===== config.mk =====
export PLATFORM = sky130hd
export DESIGN_NAME = task_link_queue
export DESIGN_NICKNAME = d
export VERILOG_FILES = /design/src/rtl/tlq_pkg.sv /design/src/rtl/tlq_in_stage.sv /design/src/rtl/tlq_list_core.sv /design/src/rtl/task_link_queue.sv
export SDC_FILE = /design/constraint.sdc
export NUM_CORES = 1
export LEC_CHECK = 0
export BUFFER_PORTS_ARGS = -buffer_cell sky130_fd_sc_hd__buf_2
export CORE_MARGIN = 8
export CORE_UTILIZATION = 30
export CTS_CLUSTER_SIZE = 30
export DETAILED_ROUTE_END_ITERATION = 10
export GPL_ROUTABILITY_DRIVEN = 0
export SYNTH_ARGS = -nofsm -noshare
export SYNTH_HDL_FRONTEND = slang
export SYNTH_SLANG_ARGS = --single-unit

===== constraint.sdc =====
create_clock -name clk -period 4.9 [get_ports clk]
set_input_delay 0.49 -clock clk [delete_from_list [all_inputs] [get_ports clk]]
set_output_delay 0.49 -clock clk [all_outputs]
set_load 0.02 [all_outputs]

===== src/rtl/tlq_pkg.sv =====
`default_nettype none

package tlq_pkg;

	// Field widths of the command and response.
	localparam int QID_W = 4;
	localparam int TID_W = 5;

	// Action codes.
	typedef enum logic [1:0] {
		ACT_APPEND = 2'd0,
		ACT_REMOVE = 2'd1,
		ACT_UNLINK = 2'd2
	} action_t;

	// One command as it arrives on the input side.
	typedef struct packed {
		action_t            action;
		logic [QID_W-1:0]   queue_id;
		logic [TID_W-1:0]   task_id;
	} cmd_t;

	// One response as it leaves the block.
	typedef struct packed {
		logic [TID_W-1:0]   head_task;
		logic               queue_empty;
		logic [TID_W-1:0]   removed_task;
		logic               removed_valid;
	} rsp_t;

endpackage

`default_nettype wire


===== src/rtl/tlq_in_stage.sv =====
`default_nettype none

module tlq_in_stage (
	input  wire logic          clk,
	input  wire logic          arst_n,
	input  wire logic          start,
	input  wire tlq_pkg::cmd_t cmd,
	output logic               busy,
	output logic               valid_s1,
	output tlq_pkg::cmd_t      cmd_s1
);
	import tlq_pkg::*;

	logic accept;

	// The list update never needs to stall, so a command is never refused.
	assign busy   = 1'b0;
	assign accept = start & ~busy;

	// Valid flag of the input register.
	always_ff @(posedge clk or negedge arst_n) begin
		if (!arst_n) begin
			valid_s1 <= 1'b0;
		end else begin
			valid_s1 <= accept;
		end
	end

	// Command payload, captured on each transfer.
	always_ff @(posedge clk) begin
		if (accept) begin
			cmd_s1 <= cmd;
		end
	end

endmodule

`default_nettype wire


===== src/rtl/tlq_list_core.sv =====
`default_nettype none

module tlq_list_core #(
	parameter int TASK_SLOTS  = 32,
	parameter int QUEUE_COUNT = 16
) (
	input  wire logic          clk,
	input  wire logic          arst_n,
	input  wire logic          valid_s1,
	input  wire tlq_pkg::cmd_t cmd_s1,
	output logic               done,
	output tlq_pkg::rsp_t      rsp
);
	import tlq_pkg::*;

	localparam int SW = (TASK_SLOTS > 1) ? $clog2(TASK_SLOTS) : 1;
	localparam int QW = (QUEUE_COUNT > 1) ? $clog2(QUEUE_COUNT) : 1;

	// Queue heads, non-empty flags and per-slot links.
	logic [SW-1:0]          head_q [QUEUE_COUNT];
	logic [QUEUE_COUNT-1:0] nonempty_q;
	logic [SW-1:0]          next_q [TASK_SLOTS];
	logic [TASK_SLOTS-1:0]  null_q;
	logic [SW-1:0]          back_q [TASK_SLOTS];

	// Write requests produced by the update logic. Port one wins over port zero.
	typedef struct packed {
		logic          head_we;
		logic [SW-1:0] head_wd;
		logic          ne_we;
		logic          ne_wd;
		logic          lk0_we;
		logic [SW-1:0] lk0_a;
		logic [SW-1:0] lk0_next;
		logic          lk0_null;
		logic          lk1_we;
		logic [SW-1:0] lk1_a;
		logic [SW-1:0] lk1_next;
		logic          lk1_null;
		logic          bk0_we;
		logic [SW-1:0] bk0_a;
		logic [SW-1:0] bk0_d;
		logic          bk1_we;
		logic [SW-1:0] bk1_a;
		logic [SW-1:0] bk1_d;
	} wr_t;

	wr_t           wr;
	logic [QW-1:0] qi;
	logic          q_ok;
	logic          t_ok;
	logic [SW-1:0] t;
	logic [SW-1:0] h;
	logic          ne;
	logic [SW-1:0] tail;
	logic          h_null;
	logic [SW-1:0] h_next;
	logic [SW-1:0] t_prev;
	logic [SW-1:0] t_next;
	logic          t_last;
	logic          new_ne;
	logic [SW-1:0] new_head;
	logic [SW-1:0] rem;
	logic          rem_v;

	// Reads of the current list state around the named queue and task.
	assign qi     = QW'(cmd_s1.queue_id);
	assign t      = SW'(cmd_s1.task_id);
	assign q_ok   = 32'(cmd_s1.queue_id) < QUEUE_COUNT;
	assign t_ok   = 32'(cmd_s1.task_id) < TASK_SLOTS;
	assign h      = head_q[qi];
	assign ne     = nonempty_q[qi];
	assign tail   = back_q[h];
	assign h_null = null_q[h];
	assign h_next = next_q[h];
	assign t_prev = back_q[t];
	assign t_next = next_q[t];
	assign t_last = null_q[t];

	// Update logic: decide the link writes and the queue state after the action.
	always_comb begin
		wr       = '0;
		new_ne   = ne;
		new_head = h;
		rem      = '0;
		rem_v    = 1'b0;
		if (valid_s1 && q_ok) begin
			unique case (cmd_s1.action)
				ACT_APPEND: begin
					if (t_ok) begin
						if (!ne) begin
							wr.head_we = 1'b1;
							wr.head_wd = t;
							wr.ne_we   = 1'b1;
							wr.ne_wd   = 1'b1;
							wr.bk0_we  = 1'b1;
							wr.bk0_a   = t;
							wr.bk0_d   = t;
							new_ne     = 1'b1;
							new_head   = t;
						end else begin
							// Old tail points to the new task; head's back link moves on.
							wr.lk0_we   = 1'b1;
							wr.lk0_a    = tail;
							wr.lk0_next = t;
							wr.lk0_null = 1'b0;
							wr.bk0_we   = 1'b1;
							wr.bk0_a    = t;
							wr.bk0_d    = tail;
							wr.bk1_we   = 1'b1;
							wr.bk1_a    = h;
							wr.bk1_d    = t;
						end
						wr.lk1_we   = 1'b1;
						wr.lk1_a    = t;
						wr.lk1_next = '0;
						wr.lk1_null = 1'b1;
					end
				end
				ACT_REMOVE, ACT_UNLINK: begin
					if (ne && (cmd_s1.action == ACT_REMOVE || t_ok)) begin
						rem_v = 1'b1;
						rem   = (cmd_s1.action == ACT_REMOVE) ? h : t;
						if (cmd_s1.action == ACT_REMOVE || h == t) begin
							// Take out the head; the next task inherits the tail pointer.
							if (h_null) begin
								wr.ne_we = 1'b1;
								wr.ne_wd = 1'b0;
								new_ne   = 1'b0;
							end else begin
								wr.head_we = 1'b1;
								wr.head_wd = h_next;
								wr.bk0_we  = 1'b1;
								wr.bk0_a   = h_next;
								wr.bk0_d   = tail;
								new_head   = h_next;
							end
						end else begin
							// Bridge the neighbors of a task inside the list.
							wr.lk0_we   = 1'b1;
							wr.lk0_a    = t_prev;
							wr.lk0_next = t_next;
							wr.lk0_null = t_last;
							wr.bk0_we   = 1'b1;
							wr.bk0_a    = t_last ? h : t_next;
							wr.bk0_d    = t_prev;
						end
					end
				end
				default: begin
				end
			endcase
		end
		if (!q_ok) begin
			new_ne = 1'b0;
		end
	end

	// Non-empty flags are the only list state cleared by reset.
	always_ff @(posedge clk or negedge arst_n) begin
		if (!arst_n) begin
			nonempty_q <= '0;
		end else if (wr.ne_we) begin
			nonempty_q[qi] <= wr.ne_wd;
		end
	end

	// Head and link stores; later ports override earlier ones on the same slot.
	always_ff @(posedge clk) begin
		if (wr.head_we) begin
			head_q[qi] <= wr.head_wd;
		end
		if (wr.lk0_we) begin
			next_q[wr.lk0_a] <= wr.lk0_next;
			null_q[wr.lk0_a] <= wr.lk0_null;
		end
		if (wr.lk1_we) begin
			next_q[wr.lk1_a] <= wr.lk1_next;
			null_q[wr.lk1_a] <= wr.lk1_null;
		end
		if (wr.bk0_we) begin
			back_q[wr.bk0_a] <= wr.bk0_d;
		end
		if (wr.bk1_we) begin
			back_q[wr.bk1_a] <= wr.bk1_d;
		end
	end

	// Response strobe.
	always_ff @(posedge clk or negedge arst_n) begin
		if (!arst_n) begin
			done <= 1'b0;
		end else begin
			done <= valid_s1;
		end
	end

	// Response payload.
	always_ff @(posedge clk) begin
		if (valid_s1) begin
			rsp.head_task     <= new_ne ? TID_W'(new_head) : '0;
			rsp.queue_empty   <= ~new_ne;
			rsp.removed_task  <= TID_W'(rem);
			rsp.removed_valid <= rem_v;
		end
	end

endmodule

`default_nettype wire


===== src/rtl/task_link_queue.sv =====
`default_nettype none

// Task link queue: QUEUE_COUNT queues kept as doubly linked lists over a shared
// pool of TASK_SLOTS task slots. A command (append at tail, remove head, unlink
// a named task) is taken at each rising edge where start is high and busy is
// low; busy stays low, so one command can be issued every cycle. The response
// leaves the response register, which follows the command register, marked by
// a one-cycle done pulse, and must be captured in that cycle because the
// receiver cannot stall the block. Responses come out in command order. The list
// update reads and rewrites the flip-flop link stores for each command, so a
// command always sees the effect of the one before it.
module task_link_queue #(
	parameter int TASK_SLOTS  = 32,
	parameter int QUEUE_COUNT = 16
) (
	input  wire logic          clk,
	input  wire logic          arst_n,
	input  wire logic          start,
	output logic               busy,
	input  wire tlq_pkg::cmd_t cmd,
	output logic               done,
	output tlq_pkg::rsp_t      rsp
);
	import tlq_pkg::*;

	logic valid_s1;
	cmd_t cmd_s1;

	// Command register.
	tlq_in_stage u_in (
		.clk      (clk),
		.arst_n   (arst_n),
		.start    (start),
		.cmd      (cmd),
		.busy     (busy),
		.valid_s1 (valid_s1),
		.cmd_s1   (cmd_s1)
	);

	// List stores, update logic and response register.
	tlq_list_core #(
		.TASK_SLOTS  (TASK_SLOTS),
		.QUEUE_COUNT (QUEUE_COUNT)
	) u_core (
		.clk      (clk),
		.arst_n   (arst_n),
		.valid_s1 (valid_s1),
		.cmd_s1   (cmd_s1),
		.done     (done),
		.rsp      (rsp)
	);

endmodule

`default_nettype wire


==> results of run 1 <==
==> stage by stage <==
step                      TNS (ns)  total power, uW  hold WS (ns)  util, %  area (um2)
after floorplan                  0             6330         0.194        -       26700
final                            0            11400        0.0350     35.2       31100
after global routing        -0.343            11700        0.0205     35.2       31100
after global placement           0             7390         0.470     33.1       29300
after CTS                        0            11300        0.0108     35.0       31000
after detailed placement         0             7400         0.475     33.1       29300
==> report_power, final <==
part	internal (uW)	switching, uW	leakage, uW
clock	2240	1720	0.000819
combinational	1070	1690	0.00634
sequential	4490	214	0.00431
total	7790	3620	0.0115
==> cell families (layout without fill, tap and decap cells) <==
logic type / Yosys count / in the layout / synth area share [%]
AND/OR/NAND/NOR: 829 / 829 / 14.5
AO/OA/AOI/OAI: 624 / 624 / 16.1
flip-flops: 482 / 482 / 46.3
multiplexers: 334 / 334 / 18.7
buffers and inverters: 238 / 388 / 4.30
adder cells (fa/ha/maj): 3 / 3 / 0.140
XOR/XNOR: 2 / 2 / 0.0655
other: 1 / 3 / 0.0140
==> how the worst max path moves through the flow <==
stage	from	endpoint	cells past startpoint
floorplan	flip-flop	u_core.back_q[7][0]	15
global placement	flip-flop	u_core.back_q[28][0]	16
detailed placement	flip-flop	u_core.back_q[22][0]	16
CTS	flip-flop	u_core.back_q[14][0]	13
global route	flip-flop	u_core.back_q[30][2]	15
finish	flip-flop	u_core.back_q[1][4]	16
==> metal layers <==
metal | vias up | GRT usage, % | share of wire, %
met1 | 11186 | 26.5 | 39
li1 | 9880 | - | -
met2 | 1677 | 30.5 | 44
met4 | 4 | 9.28 | 5.6
met3 | 374 | 4.29 | 11
met5 | - | 0 | 0.026
==> flip-flops by register name, indices dropped and copies added, names as in the netlist, named ones only <==
name               flops
u_core.null_q         32
u_core.rsp            12
u_core.done            1
u_core.back_q        160
u_core.next_q        160
u_core.head_q         80
u_in.valid_s1          1
u_core.nonempty_q     16
u_in.cmd_s1           11
==> what timing repair did <==
action / 4_1_cts / 5_1_grt
endpoints found under the setup margin: 0 / 295
resized for setup: 0 / 35
hold endpoints to repair: 18 / 0
setup buffers: 0 / 5
hold buffers: 1 / 0
==> placed cells by master, fill, tap and decap left out, types with 12 or more instances in the layout <==
cell	count
sky130_fd_sc_hd__edfxtp_1	263
sky130_fd_sc_hd__nand2_1	259
sky130_fd_sc_hd__nor2_1	246
sky130_fd_sc_hd__buf_4	218
sky130_fd_sc_hd__dfxtp_1	198
sky130_fd_sc_hd__mux2i_1	182
sky130_fd_sc_hd__o21ai_0	164
sky130_fd_sc_hd__nand3_1	150
sky130_fd_sc_hd__mux4_2	129
sky130_fd_sc_hd__a21oi_1	114
sky130_fd_sc_hd__a211oi_1	86
sky130_fd_sc_hd__clkbuf_16	52
sky130_fd_sc_hd__o221a_2	39
sky130_fd_sc_hd__inv_1	36
sky130_fd_sc_hd__nor3_1	34
sky130_fd_sc_hd__and3_1	28
sky130_fd_sc_hd__buf_2	26
sky130_fd_sc_hd__mux2_2	22
sky130_fd_sc_hd__dfrtp_1	18
sky130_fd_sc_hd__a22oi_1	16
sky130_fd_sc_hd__nand4_1	16
sky130_fd_sc_hd__a32oi_1	16
sky130_fd_sc_hd__o22ai_1	15
sky130_fd_sc_hd__o211ai_1	15
sky130_fd_sc_hd__a221o_1	13
sky130_fd_sc_hd__a221oi_1	12
sky130_fd_sc_hd__o21ai_1	12
sky130_fd_sc_hd__buf_12	12
==> area by class of cell <==
cell class / count / area share (%)
Clock buffer: 65 / 4.46
Antenna cell: 2 / 0.0161
Inverter: 36 / 0.434
Timing Repair Buffer: 259 / 6.56
Clock inverter: 28 / 0.964
Sequential cell: 482 / 39.8
Tap cell: 1165 / 4.68
Multi-Input combinational cell: 1793 / 43.1
==> run summary, run 1 <==
The count of vias placed by the detailed router came out at 23,121. The number of nets in the final layout came out at 2,641. The maximum operating frequency came out at 0.208 GHz.

The flip-flop cell with the highest count after synthesis is sky130_fd_sc_hd__edfxtp_1. The starting DRC count in detailed routing is 3,291. The site row count is 109.

The smallest clock period supported by the final layout is computed as 4.80 ns. Once detail routing completed, the nets flagged for antenna violations numbered 0. The minimum setup slack among reg-to-reg paths is 0.10 ns.

The setup violation total in the final timing report came out at 0. The number of pins with negative max-slew slack in the final report came out at 0. The cell type of the slowest stage on the worst timing path is sky130_fd_sc_hd__or4_1.

The total power divided by cell area is between 300 and 400 nW/um2. The clock tree synthesis step divided the H-tree into 2 levels. The terminating pin of the worst hold path is u_in.cmd_s1[9]. The clock input transition at the sequential cells of the worst setup and hold paths is 0.06 ns. The total area of multi-input combinational cells is 13,400 um2. The pre-CTS worst setup slack is 0.130 ns. The gate count of the mapped netlist came out at between 2,000 and 3,000. The worst supply voltage drop on vdd is 259 uV. The final critical path takes up 97.9% of the cycle. By count the netlist is led by sky130_fd_sc_hd__edfxtp_1 (263), sky130_fd_sc_hd__nand2_1 (261), sky130_fd_sc_hd__nor2_1 (251), sky130_fd_sc_hd__dfxtp_1 (201), sky130_fd_sc_hd__mux2i_1 (182). The share of async-settable or async-resettable flops after synthesis came out at 3.73%.

The standby leakage power came out at 0.0115 uW. Counting instances, the worst hold path has a depth of 1. The kind of end point of the critical path is a flip-flop. The longest individual stage delay on the worst path came out at 0.63 ns. TritonCTS built the clock tree. The dominant delay contributor by cell family on the critical path is compound AO/OA/AOI/OAI gates. The die boundary height came out at roughly 310 um.

The cell total after placement is 3,729. The initial antenna violation count came out at 2. The via density per instance is 6.04. The most numerous cell on the critical path is sky130_fd_sc_hd__buf_4. The total CTS buffers came out at between 50 and 60. The critical path goes through mux4_2, mux2i_1, buf_4, nand2_1, buf_4, a21oi_1, a2111oi_0, or4_1, a311o_1, o2111ai_1, o32ai_1, buf_4, o211a_1, a21oi_1, o22ai_1, buf_4. The synthesized design spends more area on one cell type than any other, namely sky130_fd_sc_hd__edfxtp_1. The highest net fanout along the worst path came out at 10. Clock skew on the completed layout was measured at 0.0297 ns. The post-layout instance count excluding filler cells is 3,830. The post-layout worst setup margin came out at 0.101 ns. The overall overflow remaining after global route is 0. The synthesis-to-layout area growth came out at 16.4%. The via count of the first global-routing pass is roughly 22,000. The top-area cell type share of the netlist area is between 20% and 30%.

Among all cell types in the netlist, the one instantiated most often is sky130_fd_sc_hd__edfxtp_1. The global-route usage over all layers is 19.8%. In this run the clock root is driven by a sky130_fd_sc_hd__clkbuf_16.

Data arrives at the worst endpoint at 5.18 ns. The number of buffers added on ports is 26. The warning count from the yosys run came out at 0.

Yosys mapped a number of flops with a built-in enable equal to 263. The total of max-cap violations is 0. The first global-routing pass estimated 149,000 um of wire. The width of the chip came out at about 310 um.

The post-synthesis cell area is 26,700 um2. At the pin with the least slew margin, the transition time is 1.14 ns. The HPWL after detailed placement is ~75,000 um. The number of endpoints with negative hold slack in the final report was 0. Sorting the synthesized cells by area gives the leading types as sky130_fd_sc_hd__edfxtp_1 (30%), sky130_fd_sc_hd__dfxtp_1 (15%), sky130_fd_sc_hd__mux4_2 (11%). The flow ran to the end, and the final reports show no timing, DRC or antenna violations. The post-synthesis sequential area ratio came out at a little under half. The area of the core region came out at 88,400 um2. The mean instance size in the synthesized netlist is 10.6 um2.

STA classifies the critical path startpoint as a flip-flop. The tightest min-delay check is of the input port to flip-flop type. The filler cells instantiated in the layout total 8,784.

Counting both buffers and inverters, the worst setup path holds a total of 4. The worst-case clock buffer depth is 3. The iteration count of the initial detailed-routing pass came out at 6. The startpoint identified for the worst hold timing path is cmd[9]. For this configuration, the core starts out at a cell density of 30.3%. Counting distinct cell types in the post-synthesis netlist gives 97. The area taken by flip-flops and latches came out at 12,400 um2.

After detailed routing, the number of remaining DRC violations is 0. Pin placement for this block handled 28 I/O pins. The net count after synthesis is 2,530. Counting cells, the worst reg-to-reg path comes to 16. The die covers 99,000 um2.

The category of the critical setup timing path is flip-flop to flip-flop. The routed wirelength normalized by instance count is 26.5 um. The largest net degree at the start of global routing came out at 60. The insertion delay to the later sink of the worst-skew pair came out at 0.63 ns. The TritonCTS sink count came out at 482. The required time reported for the critical path endpoint is between 5 and 6 ns.

The share of final-layout standard cells stronger than drive strength 1 is 23.2%. The terminus of the critical flop-to-flop path is u_core.back_q[1][4]. The worst slew margin relative to its limit is between 20% and 30%.

The routed design has 101,000 um of wire. Synthesis inferred 482 register bits. Setup repair after global routing could not meet its margin everywhere.
Power figures use the tool's default switching activity.
==> run 2, diff against run 1 <==
- RECOVER_POWER: not set -> 50
==> run summary, run 2 (synthesis gave the netlist of run 1 again) <==
The internal power of the cells totals about 7800 uW. The placed instance area came out at 29,300 um2. In the final layout, the registers with the most flip-flops are u_core.back_q (160), u_core.next_q (160), u_core.head_q (80). The worst hold slack after final layout is 0.0349 ns. The worst-case clock buffer depth came out at 3. The most common cell after layout, fill and taps aside is sky130_fd_sc_hd__edfxtp_1. The setup violation total in the final timing report came out at 0. The floorplan step set the die width to about 310 um.

The standby leakage power came out at roughly 0.011 uW. The overall overflow remaining after global route is 0. The number of H-tree levels came out at 2. The insertion delay to the later sink of the worst-skew pair is 0.63 ns. The count of unresolved DRC violations after routing came out at 0.

The clock input transition at the sequential cells of the worst setup and hold paths came out at around 0.06 ns. The iteration count of the initial detailed-routing pass is 6. Summing all multi-input logic gate instances after layout gives 13,400 um2. The number of endpoints with negative hold slack in the final report came to 0. The clock skew came out at 0.0286 ns. The via count of the first global-routing pass came out at 21,551. The combinational share of power came out at 24.1%. The total power divided by cell area is 366 nW/um2.

In the finished design, the share of the clock period the worst path needs comes to around 98%. The global-route wire length before repair is 149,000 um. The clock network fraction of design power is roughly a third. The area of the core region is around 88,000 um2. Summing internal, switching and leakage power gives roughly 11,000 uW.

The synthesis-to-layout area growth came out at 16.3%. The worst hold path class is input port to flip-flop. TritonCTS built the clock tree. At the pin with the least slew margin, the transition time is roughly 1.2 ns. The repair_antennas step left the layout with diodes totalling 0.

The initial antenna violation count came out at 2. The clock drives 482 sinks. Entering global routing, the biggest net connects 60 pins.

The routed wirelength normalized by instance count came out at roughly 27 um. Setup repair after global routing could not meet its margin everywhere. Max-cap violations in this run came to 0. Across all layers, the routed design uses 23,082 vias. In the routed layout, each cell is associated on average with a via count of 6.03. The HPWL after detailed placement is 74,500 um.

Per report_power, the sequential group accounts for 41.2% of the total. The run finished with clean final reports. The number of nets in the final layout came out at 2,641. The starting DRC count in detailed routing is 3,347. The starting density of the core came out at between 30% and 40%. In the layout the commonest cells are sky130_fd_sc_hd__edfxtp_1 (263), sky130_fd_sc_hd__nand2_1 (259), sky130_fd_sc_hd__nor2_1 (246). The detailed-route wire length is 102,000 um. The top-level I/O count is 28. The maximum operating frequency came out at roughly 0.21 GHz. The layout has roughly 8,800 filler cells. The worst setup path is captured at a flip-flop.

Buffers placed on the I/O ports in this run total 26. The post-layout instance count excluding filler cells came out at between 3,000 and 4,000. The die boundary height is 315 um. The total CTS buffers is 52. Global routing used 19.8% of the available tracks. The area taken by flip-flops and latches came out at 12,400 um2. The worst supply voltage drop on vdd is 258 uV.

The minimum clock period is 4.81 ns. The floorplan die area came out at 99,000 um2. The cell sitting at the root of the clock tree is a sky130_fd_sc_hd__clkbuf_16. The finished cells cover between 30,000 and 40,000 um2. The share of final-layout standard cells stronger than drive strength 1 is 22.8%. The detail route stage leaves a number of antenna-violating nets equal to 0. For the worst setup path, the data required time is 5.43 ns. The highest net fanout along the worst path is 39.

The switching share of power came out at between 30% and 40%. The number of pins with negative max-slew slack in the final report was 0. The sort of element at the start of the critical path is a flip-flop.

Once placement completed, the tool counted placed cells totaling 3,729. The floorplan has ~110 rows. Headroom to the max-slew limit came out at between 20% and 30%. The arrival time of the worst setup path is ~5.3 ns.

The switching power came out at 3610 uW. The critical path in this run is classified as flip-flop to flip-flop.
## run 2: timing repair
item,4_1_cts,5_1_grt
hold buffers,1,0
resized for setup,0,35
buffers inserted,0,5
hold endpoints to repair,18,0
setup endpoints to repair,0,295
## run 2: worst paths after layout
check / startpoint / endpoint / slack (ns) / cells past startpoint
worst min-delay path: cmd[9] / u_in.cmd_s1[9] / 0.03 / 1
worst max register to register: flip-flop / u_core.next_q[20][0] / 0.09 / 15
worst max-delay path: flip-flop / u_core.next_q[20][0] / 0.09 / 15
max in group asynchronous: arst_n / u_core.nonempty_q[11] / 3.60 / 2
min in group asynchronous: arst_n / u_in.valid_s1 / 0.61 / 2
worst min register to register: u_core.null_q[1] / u_core.null_q[1] / 0.49 / 2
## run 2: critical path: stages, from the launching register on
cell,delay (ns)
sky130_fd_sc_hd__dfxtp_1,0.43
sky130_fd_sc_hd__buf_8,0.21
sky130_fd_sc_hd__mux4_2,0.57
sky130_fd_sc_hd__a22oi_2,0.32
sky130_fd_sc_hd__nand2_4,0.15
sky130_fd_sc_hd__buf_4,0.31
sky130_fd_sc_hd__mux2i_1,0.36
sky130_fd_sc_hd__a32o_1,0.17
sky130_fd_sc_hd__o31ai_1,0.07
sky130_fd_sc_hd__buf_4,0.15
sky130_fd_sc_hd__a221oi_2,0.45
sky130_fd_sc_hd__o22ai_4,0.19
sky130_fd_sc_hd__buf_4,0.26
sky130_fd_sc_hd__and4bb_1,0.65
sky130_fd_sc_hd__nor2_1,0.10
sky130_fd_sc_hd__a211oi_1,0.23
## run 2: per-stage QoR
stage	setup TNS (ns)	worst slack (ns)	util (%)
2_1_floorplan	0	0.347	-
3_3_place_gp	0	0.192	33.1
3_5_place_dp	0	0.130	33.1
4_1_cts	0	0.0410	35.0
5_1_grt	-0.343	-0.0276	35.2
6_report	0	0.0939	35.2
## run 2: final cells by class
| type | count | area share, % |
|---|---|---|
| timing repair buffer | 259 | 6.51 |
| clock buffer | 65 | 4.47 |
| tap | 1165 | 4.68 |
| inverter | 36 | 0.434 |
| multi-input combinational | 1793 | 43.1 |
| sequential | 482 | 39.8 |
| clock inverter | 28 | 0.965 |
## run 2: layer usage
| layer | track usage (%) | vias up | wire length [um] |
|---|---|---|---|
| li1 | - | 9885 | - |
| met1 | 26.5 | 11213 | 39800 |
| met2 | 30.5 | 1620 | 45000 |
| met3 | 4.29 | 360 | 11100 |
| met4 | 9.28 | 4 | 5580 |
| met5 | 0 | - | 26 |
## run 2: power by group through the flow
stage	Sequential (uW)	Clock [uW]	Combinational, uW
finish	4700	3950	2750
global route	4720	4150	2860
CTS	4690	3980	2630
detailed placement	4780	0	2630
global placement	4780	0	2610
floorplan	4670	0	1660
